$ cat config.mk
export PLATFORM = sky130hd
export DESIGN_NAME = lru_handle_cache_with_ttl
export DESIGN_NICKNAME = d
export VERILOG_FILES = /design/src/rtl/lhc_pkg.sv /design/src/rtl/lhc_slot.sv /design/src/rtl/lru_handle_cache_with_ttl.sv
export SDC_FILE = /design/constraint.sdc
export NUM_CORES = 2
export LEC_CHECK = 0
export BUFFER_PORTS_ARGS = -buffer_cell sky130_fd_sc_hd__buf_2
export CAP_MARGIN = 25
export CORE_MARGIN = 3
export CORE_UTILIZATION = 30
export DETAILED_ROUTE_END_ITERATION = 10
export GPL_TIMING_DRIVEN = 0
export PLACE_DENSITY = 0.47
export REMOVE_ABC_BUFFERS = 1
export SYNTH_ARGS = -nofsm -noshare
export SYNTH_HDL_FRONTEND = slang
export SYNTH_SLANG_ARGS = --single-unit
$ cat constraint.sdc
create_clock -name clk -period 10.28 [get_ports clk]
set_input_delay 2.056 -clock clk [delete_from_list [all_inputs] [get_ports clk]]
set_output_delay 2.056 -clock clk [all_outputs]
set_load 0.1 [all_outputs]
$ cat src/rtl/lhc_pkg.sv
// Package with shared types, constants and command codes for the handle cache.
`default_nettype none
package lhc_pkg;
  localparam int Capacity = 16;
  localparam int SlotBits = 4;
  localparam int CountBits = 5;

  localparam logic [1:0] CmdLookup = 2'd0;
  localparam logic [1:0] CmdValidate = 2'd1;
  localparam logic [1:0] CmdInsert = 2'd2;
  localparam logic [1:0] CmdClear = 2'd3;

  localparam logic CfgTtl = 1'b0;
  localparam logic CfgLimit = 1'b1;

  typedef struct packed {
    logic [1:0]  cmd;
    logic [31:0] key;
    logic [31:0] now_time;
    logic [31:0] mod_time;
    logic [15:0] handle;
    logic [39:0] length;
  } in_item_t;

  typedef struct packed {
    logic        kind;
    logic        hit;
    logic [15:0] out_handle;
    logic [39:0] out_length;
    logic [31:0] out_mod_time;
    logic [4:0]  entries_in_use;
    logic        last;
  } out_item_t;

  // Contents of one slot.
  typedef struct packed {
    logic [31:0] key;
    logic [15:0] handle;
    logic [39:0] length;
    logic [31:0] mod_time;
    logic [31:0] stamp;
  } entry_t;

  // Operation broadcast to every slot together.
  typedef struct packed {
    logic        promote;   // ranks below ref_rank step up by one
    logic        drop;      // ranks above ref_rank step down by one
    logic        age_all;   // every valid rank steps up (insert)
    logic [3:0]  ref_rank;
  } rank_op_t;
endpackage
`default_nettype wire

$ cat src/rtl/lhc_slot.sv
// One cache slot: stored entry, valid bit, recency rank and local match logic.
`default_nettype none
module lhc_slot (
  input  wire logic                clk,
  input  wire logic                rst,
  input  wire lhc_pkg::rank_op_t   op,
  input  wire logic                self_clear,
  input  wire logic                self_write,
  input  wire logic                self_restamp,
  input  wire logic                self_top,
  input  wire lhc_pkg::entry_t     wr_entry,
  input  wire logic [31:0]         key,
  output logic                     valid,
  output lhc_pkg::entry_t          entry,
  output logic [3:0]               rank,
  output logic                     match
);
  always_ff @(posedge clk) begin
    if (rst) begin
      valid <= 1'b0;
    end else if (self_clear) begin
      valid <= 1'b0;
    end else if (self_write) begin
      valid <= 1'b1;
    end
  end

  always_ff @(posedge clk) begin
    if (self_write) begin
      entry <= wr_entry;
      rank <= '0;
    end else begin
      if (self_restamp) begin
        entry.stamp <= wr_entry.stamp;
      end
      if (self_top) begin
        rank <= '0;
      end else if (valid && op.promote && rank < op.ref_rank) begin
        rank <= rank + 4'd1;
      end else if (valid && op.drop && rank > op.ref_rank) begin
        rank <= rank - 4'd1;
      end else if (valid && op.age_all) begin
        rank <= rank + 4'd1;
      end
    end
  end

  assign match = valid && (entry.key == key);
endmodule
`default_nettype wire

$ cat src/rtl/lru_handle_cache_with_ttl.sv
// Top level of the LRU handle cache with TTL expiry.
// Items enter on in_valid/in_ready and results leave on out_valid/out_ready.
// Each item gives one or more results; only the final one has last set, and
// close notices (kind 1) for dropped handles come before it.
// The block works on one item at a time: a lookup or validate passes through
// the match register, the recency update and the output register. An insert
// also evicts the oldest entries while the cache is at its limit and then
// places the new entry; a clear drops each valid slot in turn. Sixteen slots
// sit in a row, each comparing its key and adjusting its own rank on a broadcast operation.
// Reset empties the cache, sets ttl_ticks to 5 and entry_limit to 16.
// Results are held in an output register; when the receiver stalls the block
// waits and loses nothing. Configuration is written through cfg_we, cfg_index
// and cfg_data; the user must write it while the block is idle (not enforced).
`default_nettype none
module lru_handle_cache_with_ttl (
  input  wire logic                 clk,
  input  wire logic                 rst,
  input  wire logic                 in_valid,
  output logic                      in_ready,
  input  wire lhc_pkg::in_item_t    in_item,
  output logic                      out_valid,
  input  wire logic                 out_ready,
  output lhc_pkg::out_item_t        out_item,
  input  wire logic                 cfg_we,
  input  wire logic                 cfg_index,
  input  wire logic [31:0]          cfg_data
);
  localparam logic [2:0] StIdle = 3'd0;
  localparam logic [2:0] StMatch = 3'd1;
  localparam logic [2:0] StAct = 3'd2;
  localparam logic [2:0] StEvict = 3'd3;
  localparam logic [2:0] StPlace = 3'd4;
  localparam logic [2:0] StClear = 3'd5;
  localparam logic [2:0] StEmit = 3'd6;

  logic [31:0] ttl_ticks;
  logic [4:0]  entry_limit;
  logic [2:0]  state;
  lhc_pkg::in_item_t cur;
  logic [4:0]  used;
  logic        final_pending;
  logic        final_hit;
  logic [15:0] final_handle;
  logic [39:0] final_length;
  logic [31:0] final_mod_time;

  logic [lhc_pkg::Capacity-1:0] valid_v, match_v, clr_v, wr_v, rs_v, top_v;
  lhc_pkg::entry_t entry_a [lhc_pkg::Capacity];
  logic [3:0] rank_a [lhc_pkg::Capacity];
  lhc_pkg::rank_op_t op;
  lhc_pkg::entry_t wr_entry;

  // Registered match result.
  logic        m_found;
  logic [3:0]  m_slot;
  logic [3:0]  victim_slot, free_slot, first_valid;
  logic        victim_found, free_found, any_valid;
  logic [4:0]  lim;

  genvar g;
  generate
    for (g = 0; g < lhc_pkg::Capacity; g++) begin : g_slot
      lhc_slot u_slot (
        .clk(clk), .rst(rst), .op(op), .self_clear(clr_v[g]), .self_write(wr_v[g]),
        .self_restamp(rs_v[g]), .self_top(top_v[g]), .wr_entry(wr_entry),
        .key(cur.key), .valid(valid_v[g]), .entry(entry_a[g]), .rank(rank_a[g]),
        .match(match_v[g])
      );
    end
  endgenerate

  always_comb begin
    victim_found = 1'b0;
    victim_slot = '0;
    free_found = 1'b0;
    free_slot = '0;
    any_valid = 1'b0;
    first_valid = '0;
    for (int i = lhc_pkg::Capacity - 1; i >= 0; i--) begin
      if (!valid_v[i]) begin
        free_found = 1'b1;
        free_slot = 4'(i);
      end else begin
        any_valid = 1'b1;
        first_valid = 4'(i);
      end
      if (valid_v[i] && {1'b0, rank_a[i]} == used - 5'd1) begin
        victim_found = 1'b1;
        victim_slot = 4'(i);
      end
    end
  end

  always_comb begin
    if (entry_limit == 5'd0) begin
      lim = 5'd1;
    end else if (entry_limit > 5'(lhc_pkg::Capacity)) begin
      lim = 5'(lhc_pkg::Capacity);
    end else begin
      lim = entry_limit;
    end
  end

  logic [3:0] m_slot_c;
  logic       m_found_c;
  always_comb begin
    m_found_c = 1'b0;
    m_slot_c = '0;
    for (int i = lhc_pkg::Capacity - 1; i >= 0; i--) begin
      if (match_v[i]) begin
        m_found_c = 1'b1;
        m_slot_c = 4'(i);
      end
    end
  end

  logic out_free;
  assign out_free = !out_valid || out_ready;
  assign in_ready = (state == StIdle);

  lhc_pkg::entry_t me;
  logic [31:0] age;
  assign me = entry_a[m_slot];
  assign age = cur.now_time - me.stamp;

  // Slot controls and the next result are decided together.
  logic        emit;
  lhc_pkg::out_item_t emit_item;
  logic [2:0]  state_next;
  logic [4:0]  used_next;
  logic        fp_next;

  always_comb begin
    op = '0;
    clr_v = '0;
    wr_v = '0;
    rs_v = '0;
    top_v = '0;
    wr_entry.key = cur.key;
    wr_entry.handle = cur.handle;
    wr_entry.length = cur.length;
    wr_entry.mod_time = cur.mod_time;
    wr_entry.stamp = cur.now_time;
    emit = 1'b0;
    emit_item = '0;
    state_next = state;
    used_next = used;
    fp_next = final_pending;
    case (state)
      StIdle: begin
        if (in_valid) begin
          state_next = StMatch;
        end
      end
      StMatch: begin
        state_next = StAct;
      end
      StAct: begin
        // One drop notice is the only thing that may need the output here.
        if (out_free) begin
          state_next = StEmit;
          fp_next = 1'b1;
          case (cur.cmd)
            lhc_pkg::CmdLookup: begin
              if (m_found && age < ttl_ticks) begin
                op.promote = 1'b1;
                op.ref_rank = rank_a[m_slot];
                top_v[m_slot] = 1'b1;
              end
            end
            lhc_pkg::CmdValidate: begin
              if (m_found && me.mod_time != cur.mod_time) begin
                op.drop = 1'b1;
                op.ref_rank = rank_a[m_slot];
                clr_v[m_slot] = 1'b1;
                used_next = used - 5'd1;
                emit = 1'b1;
                emit_item.kind = 1'b1;
                emit_item.out_handle = me.handle;
                emit_item.entries_in_use = used - 5'd1;
              end else if (m_found) begin
                op.promote = 1'b1;
                op.ref_rank = rank_a[m_slot];
                top_v[m_slot] = 1'b1;
                rs_v[m_slot] = 1'b1;
              end
            end
            lhc_pkg::CmdInsert: begin
              state_next = StEvict;
              fp_next = 1'b0;
              if (m_found) begin
                op.drop = 1'b1;
                op.ref_rank = rank_a[m_slot];
                clr_v[m_slot] = 1'b1;
                used_next = used - 5'd1;
                emit = 1'b1;
                emit_item.kind = 1'b1;
                emit_item.out_handle = me.handle;
                emit_item.entries_in_use = used - 5'd1;
              end
            end
            default: begin
              state_next = StClear;
              fp_next = 1'b0;
            end
          endcase
        end
      end
      StEvict: begin
        if (out_free) begin
          if (used >= lim && victim_found) begin
            op.drop = 1'b1;
            op.ref_rank = rank_a[victim_slot];
            clr_v[victim_slot] = 1'b1;
            used_next = used - 5'd1;
            emit = 1'b1;
            emit_item.kind = 1'b1;
            emit_item.out_handle = entry_a[victim_slot].handle;
            emit_item.entries_in_use = used - 5'd1;
          end else begin
            state_next = StPlace;
          end
        end
      end
      StPlace: begin
        if (free_found) begin
          op.age_all = 1'b1;
          wr_v[free_slot] = 1'b1;
          used_next = used + 5'd1;
        end
        fp_next = 1'b1;
        state_next = StEmit;
      end
      StClear: begin
        if (out_free) begin
          if (any_valid) begin
            clr_v[first_valid] = 1'b1;
            used_next = used - 5'd1;
            emit = 1'b1;
            emit_item.kind = 1'b1;
            emit_item.out_handle = entry_a[first_valid].handle;
            emit_item.entries_in_use = used - 5'd1;
          end else begin
            used_next = '0;
            fp_next = 1'b1;
            state_next = StEmit;
          end
        end
      end
      StEmit: begin
        if (out_free && !emit) begin
          emit = 1'b1;
          emit_item.kind = 1'b0;
          emit_item.hit = final_hit;
          emit_item.out_handle = final_handle;
          emit_item.out_length = final_length;
          emit_item.out_mod_time = final_mod_time;
          emit_item.entries_in_use = used;
          emit_item.last = 1'b1;
          fp_next = 1'b0;
          state_next = StIdle;
        end
      end
      default: begin
        state_next = StIdle;
      end
    endcase
  end

  always_ff @(posedge clk) begin
    if (rst) begin
      ttl_ticks <= 32'd5;
      entry_limit <= 5'd16;
    end else if (cfg_we) begin
      if (cfg_index == lhc_pkg::CfgTtl) begin
        ttl_ticks <= cfg_data;
      end else begin
        entry_limit <= cfg_data[4:0];
      end
    end
  end

  always_ff @(posedge clk) begin
    if (rst) begin
      state <= StIdle;
      used <= '0;
      out_valid <= 1'b0;
      final_pending <= 1'b0;
    end else begin
      state <= state_next;
      used <= used_next;
      final_pending <= fp_next;
      if (emit) begin
        out_valid <= 1'b1;
      end else if (out_ready) begin
        out_valid <= 1'b0;
      end
    end
  end

  always_ff @(posedge clk) begin
    if (emit) begin
      out_item <= emit_item;
    end
    if (state == StIdle && in_valid) begin
      cur <= in_item;
    end
    if (state == StMatch) begin
      m_found <= m_found_c;
      m_slot <= m_slot_c;
    end
    if (state == StAct && out_free) begin
      final_hit <= 1'b0;
      final_handle <= '0;
      final_length <= '0;
      final_mod_time <= '0;
      if (cur.cmd == lhc_pkg::CmdLookup && m_found && age < ttl_ticks) begin
        final_hit <= 1'b1;
        final_handle <= me.handle;
        final_length <= me.length;
        final_mod_time <= me.mod_time;
      end else if (cur.cmd == lhc_pkg::CmdValidate && m_found &&
                   me.mod_time == cur.mod_time) begin
        final_hit <= 1'b1;
        final_handle <= me.handle;
      end
    end
  end
endmodule
`default_nettype wire
==> qor.yml <==
sta:
  finClkSkew_ns: 0.0869
  worstMarginPinSlew_ns: 1.19
  relSlewSlack_pct: 20.6
  fin_crit_sh_pct: 95.8
  slew_violations: 0
  grt_setup_unrepaired: "false"
  fmax_mhz: 101
  finalSetupViolations: 0
  timing.final.crit_period_ns: 9.85
  hold_viol: 0
synth:
  async_reset_ff_share_pct: 0
  ys_seq_area_share_pct: 69.2
  syn_area_per_cell_sq_um: 16.7
  yosysWarnings: 0
  synth_cells: 7428
  synth_largest_area_cell: "edfxtp_1"
  synth_top_area_share_pct: 67.1
  synth.distinct_cells: 86
  synth-edff-count: 2776
  synth_seq_cells: 2902
  synth_top_cells_by_area: "edfxtp_1 67%, mux4_2 10%, xnor2_1 3.2%"
  synth_area_sq_um: 124000
  ys.flop_type: "edfxtp_1"
  synth_common_cells: "2776 x edfxtp_1, 562 x mux4_2, 554 x nand2_1"
  yosysMostFrequentCell: "edfxtp_1"
final_layout:
  drive_gt1_share_pct: 22.0
  fin_nets: 8390
  post-route-cell-area_sq_um: 150000
  area_growth_pct: 21.2
  stdcell_count: 13747
global_routing:
  met2_usage_pct: 29.1
  grtUsageTotal_pct: 18.0
  use_met1_pct: 24.7
  antenna_found_initial: 17
  grt_pass1_wl_mm: 553
  grt.busiest_layer: "met2"
  grt_use_met3_pct: 2.62
  grt_max_degree: 74
  grt_overflow_total: 0
  first_global_vias: 73050
routing:
  antenna_left: 0
  drcViolationCount: 0
  wl_per_cell_um: 28.4
  drt-pass1-iter-count: 6
  routed_via_density: 5.21
  drtIter0Drc: 7140
  wl_mm: 390
  num_vias: 71565
flow_run:
  drv_cap: 0
run_status:
  status: "finished clean"
pwr:
  power.total_mw: 35.1
  power.internal_mw: 24.7
  p_leak_nw: 48.8
  clockPowerShare_pct: 32.1
  power_frac_seq_pct: 43.3
  p_sw_share_pct: 29.5
  power.density_nw_per_um2: 233
  p_sw_mw: 10.4
  combPwrFrac_pct: 24.6
  vdd_drop_max_v: 0.000168
critical_path:
  crit_fanout: 13
  r2r-start: "m_slot[1]"
  arrival_ns: 10.69
  cp-startpoint: "m_slot[1]"
  criticalPathCategory: "reg2reg"
  crit_path_end_kind: "register"
  startpoint_type: "register"
  cp_slowest_stage_delay_ns: 0.48
  critPathRequiredTime_ns: 11.12
  cpMaxStageDelayCell: "mux4_2"
  reg2reg_depth: 44
  cpMostUsedCell: "buf_16"
placed_design:
  post-dp-hpwl_mm: 248
  dpl-instance-area_sq_um: 140000
  numPlacedInstances: 13139
  place.gp.congestion: 0.839
  port_buffers: 289
floorplanning:
  dieArea_sq_um: 422000
  initial_core_util_pct: 30.2
  die_x_um: 649
  core-area_sq_um: 411000
  io_pins: 290
  num_rows: 235
  die_y_um: 649
worst_hold_path:
  hold_path.startpoint: "ttl_ticks[28]"
  worstHoldPathCells: 2
  hold_path_class: "reg2reg"
clocking:
  clk_latency_ns: 0.95
  cts_tree: "done"
  clk_root_buffer_cell: "clkbuf_16"
  path_clk_slew_ns: 0.06
  htreeDepth: 5
  clkSinkCount: 2902
  numCtsBuffers: 323
  cts.path.max_buffers: 4
  cts-hold-fix-buffers: 0
-- metrics by stage --
| stage | setup TNS [ns] | hold WS, ns | setup WS, ns | utilization [%] |
|---|---|---|---|---|
| 3_5_place_dp | -43.98 | 0.452 | -0.883 | 34.0 |
| 5_1_grt | 0 | 0.479 | 0.0118 | 36.6 |
| 2_1_floorplan | - | 0.430 | -16.38 | - |
| 4_1_cts | 0 | 0.461 | 0.00927 | 36.5 |
| 6_report | 0 | 0.459 | 0.427 | 36.6 |
| 3_3_place_gp | - | 0.449 | -41.39 | 31.8 |
-- cells by family (layout without fill, tap and decap cells) --
kind of cell	count (synthesis)	after routing	share of synthesized area, %
buffers and inverters	533	1382	1.75
multiplexers	735	735	11.6
flip-flops	2902	2902	69.2
other	0	18	0
AND/OR/NAND/NOR	1593	1593	6.30
AO/OA/AOI/OAI	799	800	4.37
XOR/XNOR	694	694	5.06
adder cells (fa/ha/maj)	172	172	1.74
-- worst paths after layout --
kind                                    end  slack (ns)
setup / recovery  g_slot[13].u_slot.rank[0]        0.43
setup reg to reg  g_slot[13].u_slot.rank[0]        0.43
hold reg to reg               ttl_ticks[28]        0.46
hold / removal                ttl_ticks[28]        0.46
-- power by group through the flow --
stage / clock [mW] / combinational (mW) / sequential [mW]
finish: 11.2 / 8.63 / 15.2
detailed placement: 0 / 8.62 / 15.5
global placement: 0 / 7.88 / 16.9
global route: 12.0 / 9.27 / 15.3
CTS: 11.6 / 8.69 / 15.2
floorplan: 0 / 5.57 / 15.9
-- flip-flops by register name (all words and copies together), names as in the netlist, 5 cells and up --
signal,cells
g_slot.u_slot.entry,2432
cur,154
out_item,96
g_slot.u_slot.rank,64
final_length,40
final_mod_time,32
ttl_ticks,32
final_handle,16
g_slot.u_slot.valid,16
entry_limit,5
used,5
-- layout by cell type, fill, tap and decap left out, types with 42 or more instances in the layout --
master / n
and3_1: 42
a31oi_1: 52
clkbuf_16: 329
mux2i_1: 151
nand2_1: 553
inv_1: 130
nor4_1: 66
buf_16: 227
xnor2_1: 451
dfxtp_1: 125
and2_1: 115
nor3_1: 78
buf_2: 293
a211oi_1: 60
buf_12: 64
ha_1: 158
a21oi_1: 167
a22oi_1: 56
xor2_1: 225
nor2_1: 184
clkbuf_1: 72
nand3_1: 188
edfxtp_1: 2776
nor2b_1: 75
nand4_1: 154
mux4_2: 562
o21ai_0: 101
clkinv_1: 83
-- timing repair --
action,4_1_cts,5_1_grt
setup endpoints to repair,64,64
pin swaps,0,14
setup buffers,2,9
gates cloned,0,2
gates resized for setup,10,49
-- layout make-up --
cell class / instances / area, sq um
Fill cell: 38323 / 261000
Clock inverter: 175 / 1640
Antenna cell: 18 / 45.0
Multi-Input combinational cell: 3994 / 37000
Tap cell: 5451 / 6820
Clock buffer: 402 / 8490
Timing Repair Buffer: 660 / 9930
Sequential cell: 2902 / 85900
Inverter: 145 / 642
-- worst max-delay path, delay by kind of cell, from the launching register on --
family | cells | cell delay, ns
AO/OA/AOI/OAI | 19 | 3.98
XOR/XNOR | 1 | 0.26
adder cells (fa/ha/maj) | 3 | 1.04
buffers and inverters | 10 | 1.68
flip-flops | 1 | 0.39
multiplexers | 2 | 0.79
AND/OR/NAND/NOR | 9 | 1.51
-- metal layers --
metal | vias up | wire length [um] | share of wire (%)
met3 | 741 | 23800 | 6.1
met5 | - | 13 | 0.0033
li1 | 30480 | - | -
met2 | 2673 | 183000 | 47
met1 | 37669 | 168000 | 43
met4 | 2 | 15300 | 3.9
No activity file was read; power rests on OpenSTA's default activity.
